### src/rtl/mms_pkg.sv
`timescale 1ns / 1ps
// Shared types and codes for the min/max tracking stack.
// No dependencies; used by mms_merge and min_max_tracking_stack.
package mms_pkg;

    // Command codes of an input request
    localparam logic CMD_PUSH = 1'b0;
    localparam logic CMD_POP  = 1'b1;

    // Fixed field widths
    localparam int unsigned DATA_W  = 32;
    localparam int unsigned COUNT_W = 7;

    // Value reported for max and min when the stack is empty
    localparam logic signed [DATA_W-1:0] EMPTY_VALUE = '1;

    typedef enum logic [1:0] {
        STAT_DONE  = 2'd0,
        STAT_FULL  = 2'd1,
        STAT_EMPTY = 2'd2
    } t_status;

    typedef enum logic {
        S_RUN      = 1'b0,
        S_POP_READ = 1'b1
    } t_state;

    typedef struct packed {
        logic                     cmd;
        logic signed [DATA_W-1:0] value;
    } t_in_req;

    typedef struct packed {
        logic [COUNT_W-1:0]       count;
        logic signed [DATA_W-1:0] max_value;
        logic signed [DATA_W-1:0] min_value;
        logic                     is_empty;
        t_status                  status;
    } t_out_req;

endpackage

### src/rtl/mms_ram.sv
`timescale 1ns / 1ps
// Generic single-write, single-read synchronous RAM with registered read data.
// No dependencies.
module mms_ram #(
    parameter int unsigned WIDTH = 64,
    parameter int unsigned DEPTH = 64
) (
    input  logic                     i_clk,
    input  logic                     i_we,
    input  logic [$clog2(DEPTH)-1:0] i_waddr,
    input  logic [WIDTH-1:0]         i_wdata,
    input  logic [$clog2(DEPTH)-1:0] i_raddr,
    output logic [WIDTH-1:0]         o_rdata
);

    logic [WIDTH-1:0] r_mem [DEPTH];
    logic [WIDTH-1:0] r_rdata;

    // Write port
    always_ff @(posedge i_clk) begin
        if (i_we) begin
            r_mem[i_waddr] <= i_wdata;
        end
    end

    // Registered read port
    always_ff @(posedge i_clk) begin
        r_rdata <= r_mem[i_raddr];
    end

    assign o_rdata = r_rdata;

endmodule

### src/rtl/mms_merge.sv
`timescale 1ns / 1ps
// Extremes of a new level: folds a pushed value into the max/min of the level below.
// Depends on mms_pkg.
module mms_merge
    import mms_pkg::*;
(
    input  logic signed [DATA_W-1:0] i_value,
    input  logic                     i_has_below,
    input  logic signed [DATA_W-1:0] i_below_max,
    input  logic signed [DATA_W-1:0] i_below_min,
    output logic signed [DATA_W-1:0] o_max,
    output logic signed [DATA_W-1:0] o_min
);

    // Keep the value itself on an empty stack, else the larger / smaller
    always_comb begin
        o_max = i_value;
        o_min = i_value;
        if (i_has_below) begin
            if (i_value < i_below_max) begin
                o_max = i_below_max;
            end
            if (i_below_min < i_value) begin
                o_min = i_below_min;
            end
        end
    end

endmodule

### src/rtl/min_max_tracking_stack.sv
`timescale 1ns / 1ps
// Bounded LIFO stack of signed 32-bit values that reports the count, maximum and minimum
// after every push or pop request. Each level's running max/min lives in one RAM
// (64 bits wide, STACK_DEPTH deep); the top level's extremes are also held in registers.
// A push, a push onto a full stack, a pop on an empty stack and a pop that empties the
// stack load the result at once. A pop that leaves entries behind waits in S_POP_READ:
// the new top's extremes come back from the RAM's registered read port in the cycle after.
// A result sits in an output register; while it waits to be collected the input stalls,
// and the next request is taken in the cycle that the waiting result is collected.
// No clearing pass is needed after reset. Depends on mms_pkg, mms_ram, mms_merge.
module min_max_tracking_stack
    import mms_pkg::*;
#(
    parameter int unsigned STACK_DEPTH = 64
) (
    input  logic     i_clk,
    input  logic     i_rst_n,
    input  logic     i_in_valid,
    input  t_in_req  i_in,
    output logic     o_in_stall,
    output logic     o_out_valid,
    output t_out_req o_out,
    input  logic     i_out_stall
);

    localparam int unsigned CW = $clog2(STACK_DEPTH + 1);
    localparam int unsigned AW = $clog2(STACK_DEPTH);
    localparam int unsigned XW = (CW > COUNT_W) ? CW : COUNT_W;

    t_state                   r_state, n_state;
    logic [CW-1:0]            r_count, n_count;
    logic signed [DATA_W-1:0] r_top_max, n_top_max;
    logic signed [DATA_W-1:0] r_top_min, n_top_min;
    logic                     r_out_valid, n_out_valid;
    t_out_req                 r_out, n_out;

    logic                     w_out_free;
    logic                     w_acc;
    logic                     w_full;
    logic                     w_zero;
    logic [CW-1:0]            w_below2;
    logic [XW-1:0]            w_cnt_ext;
    logic                     w_load;
    t_status                  w_status;
    logic signed [DATA_W-1:0] w_rep_max;
    logic signed [DATA_W-1:0] w_rep_min;
    logic signed [DATA_W-1:0] w_new_max;
    logic signed [DATA_W-1:0] w_new_min;
    logic                     w_we;
    logic [2*DATA_W-1:0]      w_rdata;

    // Handshake
    assign w_out_free = !r_out_valid || !i_out_stall;
    assign o_in_stall = (r_state != S_RUN) || !w_out_free;
    assign w_acc      = i_in_valid && !o_in_stall;
    assign w_full     = (r_count == CW'(STACK_DEPTH));
    assign w_zero     = (r_count == '0);
    assign w_below2   = r_count - CW'(2);

    // Extremes of the level a push creates
    mms_merge u_merge (
        .i_value     (i_in.value),
        .i_has_below (!w_zero),
        .i_below_max (r_top_max),
        .i_below_min (r_top_min),
        .o_max       (w_new_max),
        .o_min       (w_new_min)
    );

    // Per-level extremes store; a write lands before any later read of the same level
    mms_ram #(
        .WIDTH (2 * DATA_W),
        .DEPTH (STACK_DEPTH)
    ) u_level_ram (
        .i_clk   (i_clk),
        .i_we    (w_we),
        .i_waddr (r_count[AW-1:0]),
        .i_wdata ({w_new_max, w_new_min}),
        .i_raddr (w_below2[AW-1:0]),
        .o_rdata (w_rdata)
    );

    // Next state, stack update and result
    always_comb begin
        n_state     = r_state;
        n_count     = r_count;
        n_top_max   = r_top_max;
        n_top_min   = r_top_min;
        n_out_valid = r_out_valid;
        n_out       = r_out;
        w_we        = 1'b0;
        w_load      = 1'b0;
        w_status    = STAT_DONE;
        w_rep_max   = EMPTY_VALUE;
        w_rep_min   = EMPTY_VALUE;

        // Drop a collected result
        if (r_out_valid && !i_out_stall) begin
            n_out_valid = 1'b0;
        end

        case (r_state)
            S_RUN: begin
                if (w_acc) begin
                    if (i_in.cmd == CMD_PUSH) begin
                        w_load = 1'b1;
                        if (w_full) begin
                            w_status  = STAT_FULL;
                            w_rep_max = r_top_max;
                            w_rep_min = r_top_min;
                        end else begin
                            w_we      = 1'b1;
                            n_count   = r_count + CW'(1);
                            n_top_max = w_new_max;
                            n_top_min = w_new_min;
                            w_rep_max = w_new_max;
                            w_rep_min = w_new_min;
                        end
                    end else if (w_zero) begin
                        w_load   = 1'b1;
                        w_status = STAT_EMPTY;
                    end else begin
                        n_count = r_count - CW'(1);
                        if (r_count == CW'(1)) begin
                            w_load = 1'b1;
                        end else begin
                            // Wait for the level below the popped one
                            n_state = S_POP_READ;
                        end
                    end
                end
            end
            S_POP_READ: begin
                w_load    = 1'b1;
                n_top_max = w_rdata[2*DATA_W-1:DATA_W];
                n_top_min = w_rdata[DATA_W-1:0];
                w_rep_max = w_rdata[2*DATA_W-1:DATA_W];
                w_rep_min = w_rdata[DATA_W-1:0];
                n_state   = S_RUN;
            end
            default: begin
                n_state = S_RUN;
            end
        endcase

        // Load the result register
        w_cnt_ext = XW'(n_count);
        if (w_load) begin
            n_out_valid     = 1'b1;
            n_out.count     = w_cnt_ext[COUNT_W-1:0];
            n_out.max_value = w_rep_max;
            n_out.min_value = w_rep_min;
            n_out.is_empty  = (n_count == '0);
            n_out.status    = w_status;
        end
    end

    // Control registers
    always_ff @(posedge i_clk) begin
        if (!i_rst_n) begin
            r_state     <= S_RUN;
            r_count     <= '0;
            r_out_valid <= 1'b0;
        end else begin
            r_state     <= n_state;
            r_count     <= n_count;
            r_out_valid <= n_out_valid;
        end
    end

    // Payload registers
    always_ff @(posedge i_clk) begin
        r_top_max <= n_top_max;
        r_top_min <= n_top_min;
        r_out     <= n_out;
    end

    assign o_out_valid = r_out_valid;
    assign o_out       = r_out;

    // Count never passes the depth
    a_count_bound: assert property (@(posedge i_clk) disable iff (!i_rst_n)
        r_count <= CW'(STACK_DEPTH))
        else $error("stack count beyond depth");

    // A read wait follows only an accepted pop
    a_read_after_pop: assert property (@(posedge i_clk) disable iff (!i_rst_n)
        (r_state == S_POP_READ) |-> $past(w_acc && (i_in.cmd == CMD_POP)))
        else $error("read wait without a pop");

    // The result register is free when the read data returns
    a_out_free_on_read: assert property (@(posedge i_clk) disable iff (!i_rst_n)
        (r_state == S_POP_READ) |-> !r_out_valid)
        else $error("result register busy on pop read return");

    // A push onto a non-full stack grows it by one
    a_push_grows: assert property (@(posedge i_clk) disable iff (!i_rst_n)
        (w_acc && (i_in.cmd == CMD_PUSH) && !w_full) |=> (r_count == $past(r_count) + CW'(1)))
        else $error("push did not grow the stack");

endmodule

### config.mk
export PLATFORM = sky130hd
export DESIGN_NAME = min_max_tracking_stack
export DESIGN_NICKNAME = d
export VERILOG_FILES = /design/src/rtl/mms_pkg.sv /design/src/rtl/mms_ram.sv /design/src/rtl/mms_merge.sv /design/src/rtl/min_max_tracking_stack.sv
export SDC_FILE = /design/constraint.sdc
export NUM_CORES = 2
export LEC_CHECK = 0
export BUFFER_PORTS_ARGS = -buffer_cell sky130_fd_sc_hd__buf_2
export CAP_MARGIN = 20
export CORE_ASPECT_RATIO = 0.75
export CORE_MARGIN = 2
export CORE_UTILIZATION = 27
export CTS_CLUSTER_SIZE = 8
export DETAILED_ROUTE_END_ITERATION = 6
export MAX_ROUTING_LAYER = met4
export SLEW_MARGIN = 20
export SYNTH_ARGS = -nofsm -noshare
export SYNTH_HDL_FRONTEND = slang
export SYNTH_SLANG_ARGS = --single-unit
### constraint.sdc
create_clock -name i_clk -period 8.65 [get_ports i_clk]
set_clock_uncertainty 0.1 [all_clocks]
set_input_delay 1.2975 -clock i_clk [delete_from_list [all_inputs] [get_ports i_clk]]
set_output_delay 1.2975 -clock i_clk [all_outputs]
set_load 0.005 [all_outputs]
; ---- After elaboration in Yosys (flattened, before gate mapping)
; Memories as Yosys holds them, arrays and structs flattened. A register that Yosys moved wholly into a read port is not among the register bits.
; Cells that the tools add are included.
[totals]
inputBits = 37
n_memories = 1
elab_cells = 79
out_inout_bits = 76
reg_bits = 147
ramBits = 4096
[mem_list]
columns = memory, depth, width, read_ports, rd_clocked_by_memory_dff, wr, line_no
row1 = u_level_ram.r_mem, 64, 64, 1, 1, 1, mms_ram.sv:16  ; logic [WIDTH-1:0] r_mem [DEPTH];
[classes]
n_reduce_logical = 13
n_lt_le_gt_ge = 2
eq_ne = 4
add_sub_neg = 3
mux = 44
bitwise_logic = 2
[op_table]
columns = operator, n
row1 = $mux 32, 14
row2 = $pmux 32 s2, 4
row3 = $lt 32x32->1, 2
row4 = $mux 7, 5
row5 = $mux 1, 17
row6 = $logic_not 7->1, 2
row7 = $add 7x1->7 const B, 1
row8 = $eq 7x1->1 const B, 1
row9 = $eq 7x7->1 const B, 1
row10 = $sub 7x1->7 const B, 1
row11 = $sub 6x2->6 const B, 1
row12 = $logic_not 1->1, 4
row13 = $mux 2, 2
row14 = $ne 2x2->1 const B, 2
row15 = $pmux 1 s2, 2
row16 = $logic_and 1x1->1, 2
row17 = $logic_or 1x1->1, 2
row18 = $not 1->1, 2
row19 = $reduce_and 2->1, 1
row20 = $reduce_bool 2->1, 1
row21 = $reduce_or 2->1, 1

; ---- Depth between registers and ports, before layout
[logic_depth]
depth_word = 10
depth_mapped = 15
ltp_nobuf = 10

; ---- Modules after synthesis
; Synthesis repeated with hierarchy kept, for this count alone.
[unflattened]
cells_unflattened = 7923
area_unflattened_um2 = 168391.5
[modules_own_cells]
columns = module, area_per_inst_um2, n_inst, seq_area_each_um2, cells_per_inst
row1 = mms_ram, 156348.7, 1, 124279.2, 6598
row2 = min_max_tracking_stack, 7111.8, 1, 4324.1, 536
row3 = mms_merge, 4931.0, 1, 0.0, 789

; ---- Least setup slack after synthesis
; OpenSTA, ideal clock, no wires.
[synth_path]
kind = flip-flop to flip-flop
start = register r_count[1]
end = register r_out (netlist bit o_out[0]) (enable)
period_less_slack_ns = 7.648
arrival_time_ns = 6.940
stages_incl_launch_ff = 10
path_buffers = 3
required_ns = 7.942
slack_ns = 1.002
setup_ns = 0.608
cell_sequence = dfxtp_1 -> clkbuf_1 -> buf_1 -> buf_1 -> inv_1 -> ha_1 -> nand3_1 -> nand2_1 -> a21oi_1 -> o21ai_0
[synth_between]
elab_chain_len = 6
elab_cells_between_ends = 7
cone_classes = eq/ne: 1 / mux: 5 / reduce/logical: 1
[synth_lines]
columns = item, line_no
row1 = "start, declared", min_max_tracking_stack.sv:31  ; logic [CW-1:0] r_count, n_count;
row2 = "start signal, assigned", min_max_tracking_stack.sv:166  ; r_count <= n_count;
row3 = $eq 7x1->1, min_max_tracking_stack.sv:124  ; if (r_count == CW'(1)) begin
row4 = $mux 1, min_max_tracking_stack.sv:124
row5 = $mux 1 *, min_max_tracking_stack.sv:119  ; end else if (w_zero) begin
row6 = $mux 1 *, min_max_tracking_stack.sv:105  ; if (i_in.cmd == CMD_PUSH) begin
row7 = $mux 1 *, min_max_tracking_stack.sv:104  ; if (w_acc) begin
row8 = $pmux 1 s2 *, min_max_tracking_stack.sv:102  ; case (r_state)
row9 = "end signal, assigned", min_max_tracking_stack.sv:175  ; r_out <= n_out;
row10 = "end, declared", min_max_tracking_stack.sv:35  ; t_out_req r_out, n_out;
; Mark *: on every way between the ends. The rest lies on a longest branch, timed or not.
; A chain may end at the register's enable or synchronous reset.

; ---- Worst setup path after layout
[layout_path]
start = register r_count[1]
end = memory u_level_ram.r_mem[56][15] (enable)
[layout_between]
elab_chain_len = 7
[layout_lines]
columns = item, line_no
row1 = $eq 7x7->1, min_max_tracking_stack.sv:56  ; assign w_full = (r_count == CW'(STACK_DEPTH));
row2 = $mux 1, min_max_tracking_stack.sv:107  ; if (w_full) begin
row3 = $mux 1, min_max_tracking_stack.sv:105
row4 = $mux 1, min_max_tracking_stack.sv:104
row5 = $mux 1, min_max_tracking_stack.sv:102
row6 = $mux 1, mms_ram.sv:21  ; if (i_we) begin
row7 = $mux 1 (implied by the code), mms_ram.sv:22  ; r_mem[i_waddr] <= i_wdata;
row8 = "end, declared", mms_ram.sv:16
; Several ways; a longest one is shown, not always the timed one.

==> flow_summary.ini <==
[timing]
relSlewSlack_pct = 19.89
hold_viol_final = 0
maxSlewViolCount = 0
period_needed_ns = 5.503
fin_setup_tns_ns = 0
grt_setup_unrepaired = no
post-route-period-util_pct = 63.62
tightestPinTransition_ns = 1.202
setup_viol = 0
fmax_mhz = 181.7

[floorplanning]
dieWidth_um = 908.3
die_area_um2 = 619700
core_um2 = 612200
ios = 113
die_y_um = 682.2
rows = 249
initial_core_util_pct = 27.05

[logic_synthesis]
syn-num-nets = 7024
syn_avg_cell_area_um2 = 23.94
yosysWarningCount = 0
yosysSeqAreaShare_pct = 77.66
synthCells = 6916
ys_types = 56
synthTopCellsByCount = 4234 x edfxtp_1, 1344 x mux4_2, 231 x clkbuf_1, 214 x a21oi_1, 147 x nor2_1
post-synth-top-count-cell = edfxtp_1
netlist_area_um2 = 165600
yosys.area.top_type = edfxtp_1
synth_edf_count = 4234
synth_seq_cells = 4307
ys_async_sr_fraction_pct = 0
synthFlopType = edfxtp_1
synth.area.top_cells = edfxtp_1 77%, mux4_2 18%, dfxtp_1 0.88%
netlist.area_leader.share_pct = 76.78

[drt]
ant_nets = 0
drc = 0
via_count = 83316
vias_per_cell = 5.210
wl_per_cell_um = 31.71
wirelength_um = 507000
drtIter0Drc = 14216
dr.pass1.iters = 6

[clocking]
post_cts_buffers = 0
root_buffer = clkbuf_16
cts_sinks = 4307
cts_tree = done
cts_hold_repair.buffers = 0
clk_pin_slew_ns = 0.05
clk_path_buf_depth = 4
cts_resized = 0
h-tree-depth = 6
worstSkewPairLatency_ns = 1.09
cts-buffers-inserted = 610

[worst_setup_path]
r2r-start = r_count[1]
worstRegToRegCells = 7
worstSetupPathType = register to register
worstReg2RegEnd = u_level_ram.r_mem[56][15]
worstPathRequired_ns = 9.21
cp.arrival_ns = 6.07
crit_path_end_kind = register
start_kind = register
crit_fanout = 41
r2r_setup_slack_ns = 3.15
critPathLaunch = r_count[1]

[hold_path]
hold_depth = 3
whs_endpoint = o_out_valid
hp-class = input pin to register
min_from = i_in_valid

[global_route]
antenna_found_initial = 61
track_usage_pct = 16.31
grt_pass1_wl_um = 689900
grt_max_degree = 121
grt_pass1_vias = 81900
grt_overflow = 0

[place]
io_buffers = 112
place_congestion = 0.9182
hpwlAfterDp_um = 280300

[pwr]
ir_drop_v = 0.0005169
power.density_nw_per_um2 = 342.6
leakage_nw = 58.59
power_mw = 67.12

[final_layout]
nNetsFinal = 7615
drive_gt1_share_pct = 32.18
fin_util_pct = 32.00
syn2layout_area_growth_pct = 18.29

[job]
maxCapViolCount = 0

[outcome]
outcome = finished, final reports clean
## kinds of logic after synthesis
kind of cell / share of synthesized area, %
DFF: 77.66
muxes: 18.52
buffers and inverters: 1.124
AOI/OAI and AO/OA: 1.277
and+or+nand+nor: 0.8553
adders and majority gates: 0.5364
xor gates and xnor gates: 0.03174
## metal layers
layer,GRT usage (%),share of wire [%]
met1,22.31,39
met2,23.87,45
met3,3.954,12
met4,5.627,3.7
met5,-,0
## area by class of cell
class                      instances  area [µm²]
clock inverter                    50       838.3
inverter                          71       269.0
tap                             8157       10210
clock buffer                     840       16390
multi-input combinational       2168       36160
sequential                      4307      128600
antenna                           49       122.6
fill                           56987      416300
timing repair buffer             349        3282
## through the flow
step	std cells	hold WS, ns	area, µm²	setup slack (ns)
final	15991	0.4836	195900	3.147
after global routing	15976	0.4905	195900	3.006
after CTS	15937	0.4029	195600	3.182
after detailed placement	15047	0.4736	178300	2.368
after global placement	15037	0.4679	178100	2.427
after floorplan	6916	0.4091	165600	1.002
## sequential cells by signal, indices dropped and copies added (netlist names)
| name | count |
|---|---|
| o_out | 74 |
| o_out_valid | 1 |
| r_count | 7 |
| r_state | 1 |
| r_top_max | 32 |
| r_top_min | 32 |
| u_level_ram.o_rdata | 64 |
| u_level_ram.r_mem | 4096 |
## placed cells by master, fill, tap and decap left out, drive strengths merged, types with 2 or more instances in the layout
cell type,synthesis,routed
nor4,5,5
nand2,96,96
and4,2,2
a22oi,2,2
inv,71,96
a31oi,63,63
dfxtp,73,73
ha,71,71
mux2,33,33
a21oi,214,214
nor3,9,9
mux2i,2,2
mux4,1344,1344
nor2,148,148
clkbuf,232,840
o21ai,79,79
a221oi,3,3
clkinv,0,24
xnor2,3,3
a211oi,6,6
or3,5,5
and2,8,8
nand3,17,17
xor2,3,3
nor2b,6,6
o22ai,2,2
diode,0,49
nand2b,5,5
nand4,15,15
nand3b,2,2
edfxtp,4234,4234
a21o,5,5
buf,138,349
and3,3,3
a2bb2oi,2,2
o21a,3,3
## power by group
part           internal, mW  switching (mW)
registers              27.2           0.634
logic                  6.23            11.2
clock network          13.1            8.73
## how the worst max path moves through the flow
| stage | to | slack, ns |
|---|---|---|
| floorplan | o_out[0] | 1.00 |
| global placement | u_level_ram.r_mem[56][45] | 2.43 |
| detailed placement | u_level_ram.r_mem[59][16] | 2.37 |
| CTS | u_level_ram.r_mem[56][15] | 3.18 |
| global route | u_level_ram.r_mem[56][15] | 3.01 |
| finish | u_level_ram.r_mem[56][15] | 3.15 |
## worst max-delay path, cell delays in order (launching register included)
cell and delay, ns:
dfxtp_4 0.79, inv_1 0.37, ha_1 0.38, and3_2 0.50
nor3_1 0.47, nand2_1 0.63, nor2_4 1.10, buf_4 0.64
Note: power is estimated with default switching activity, not from simulation.
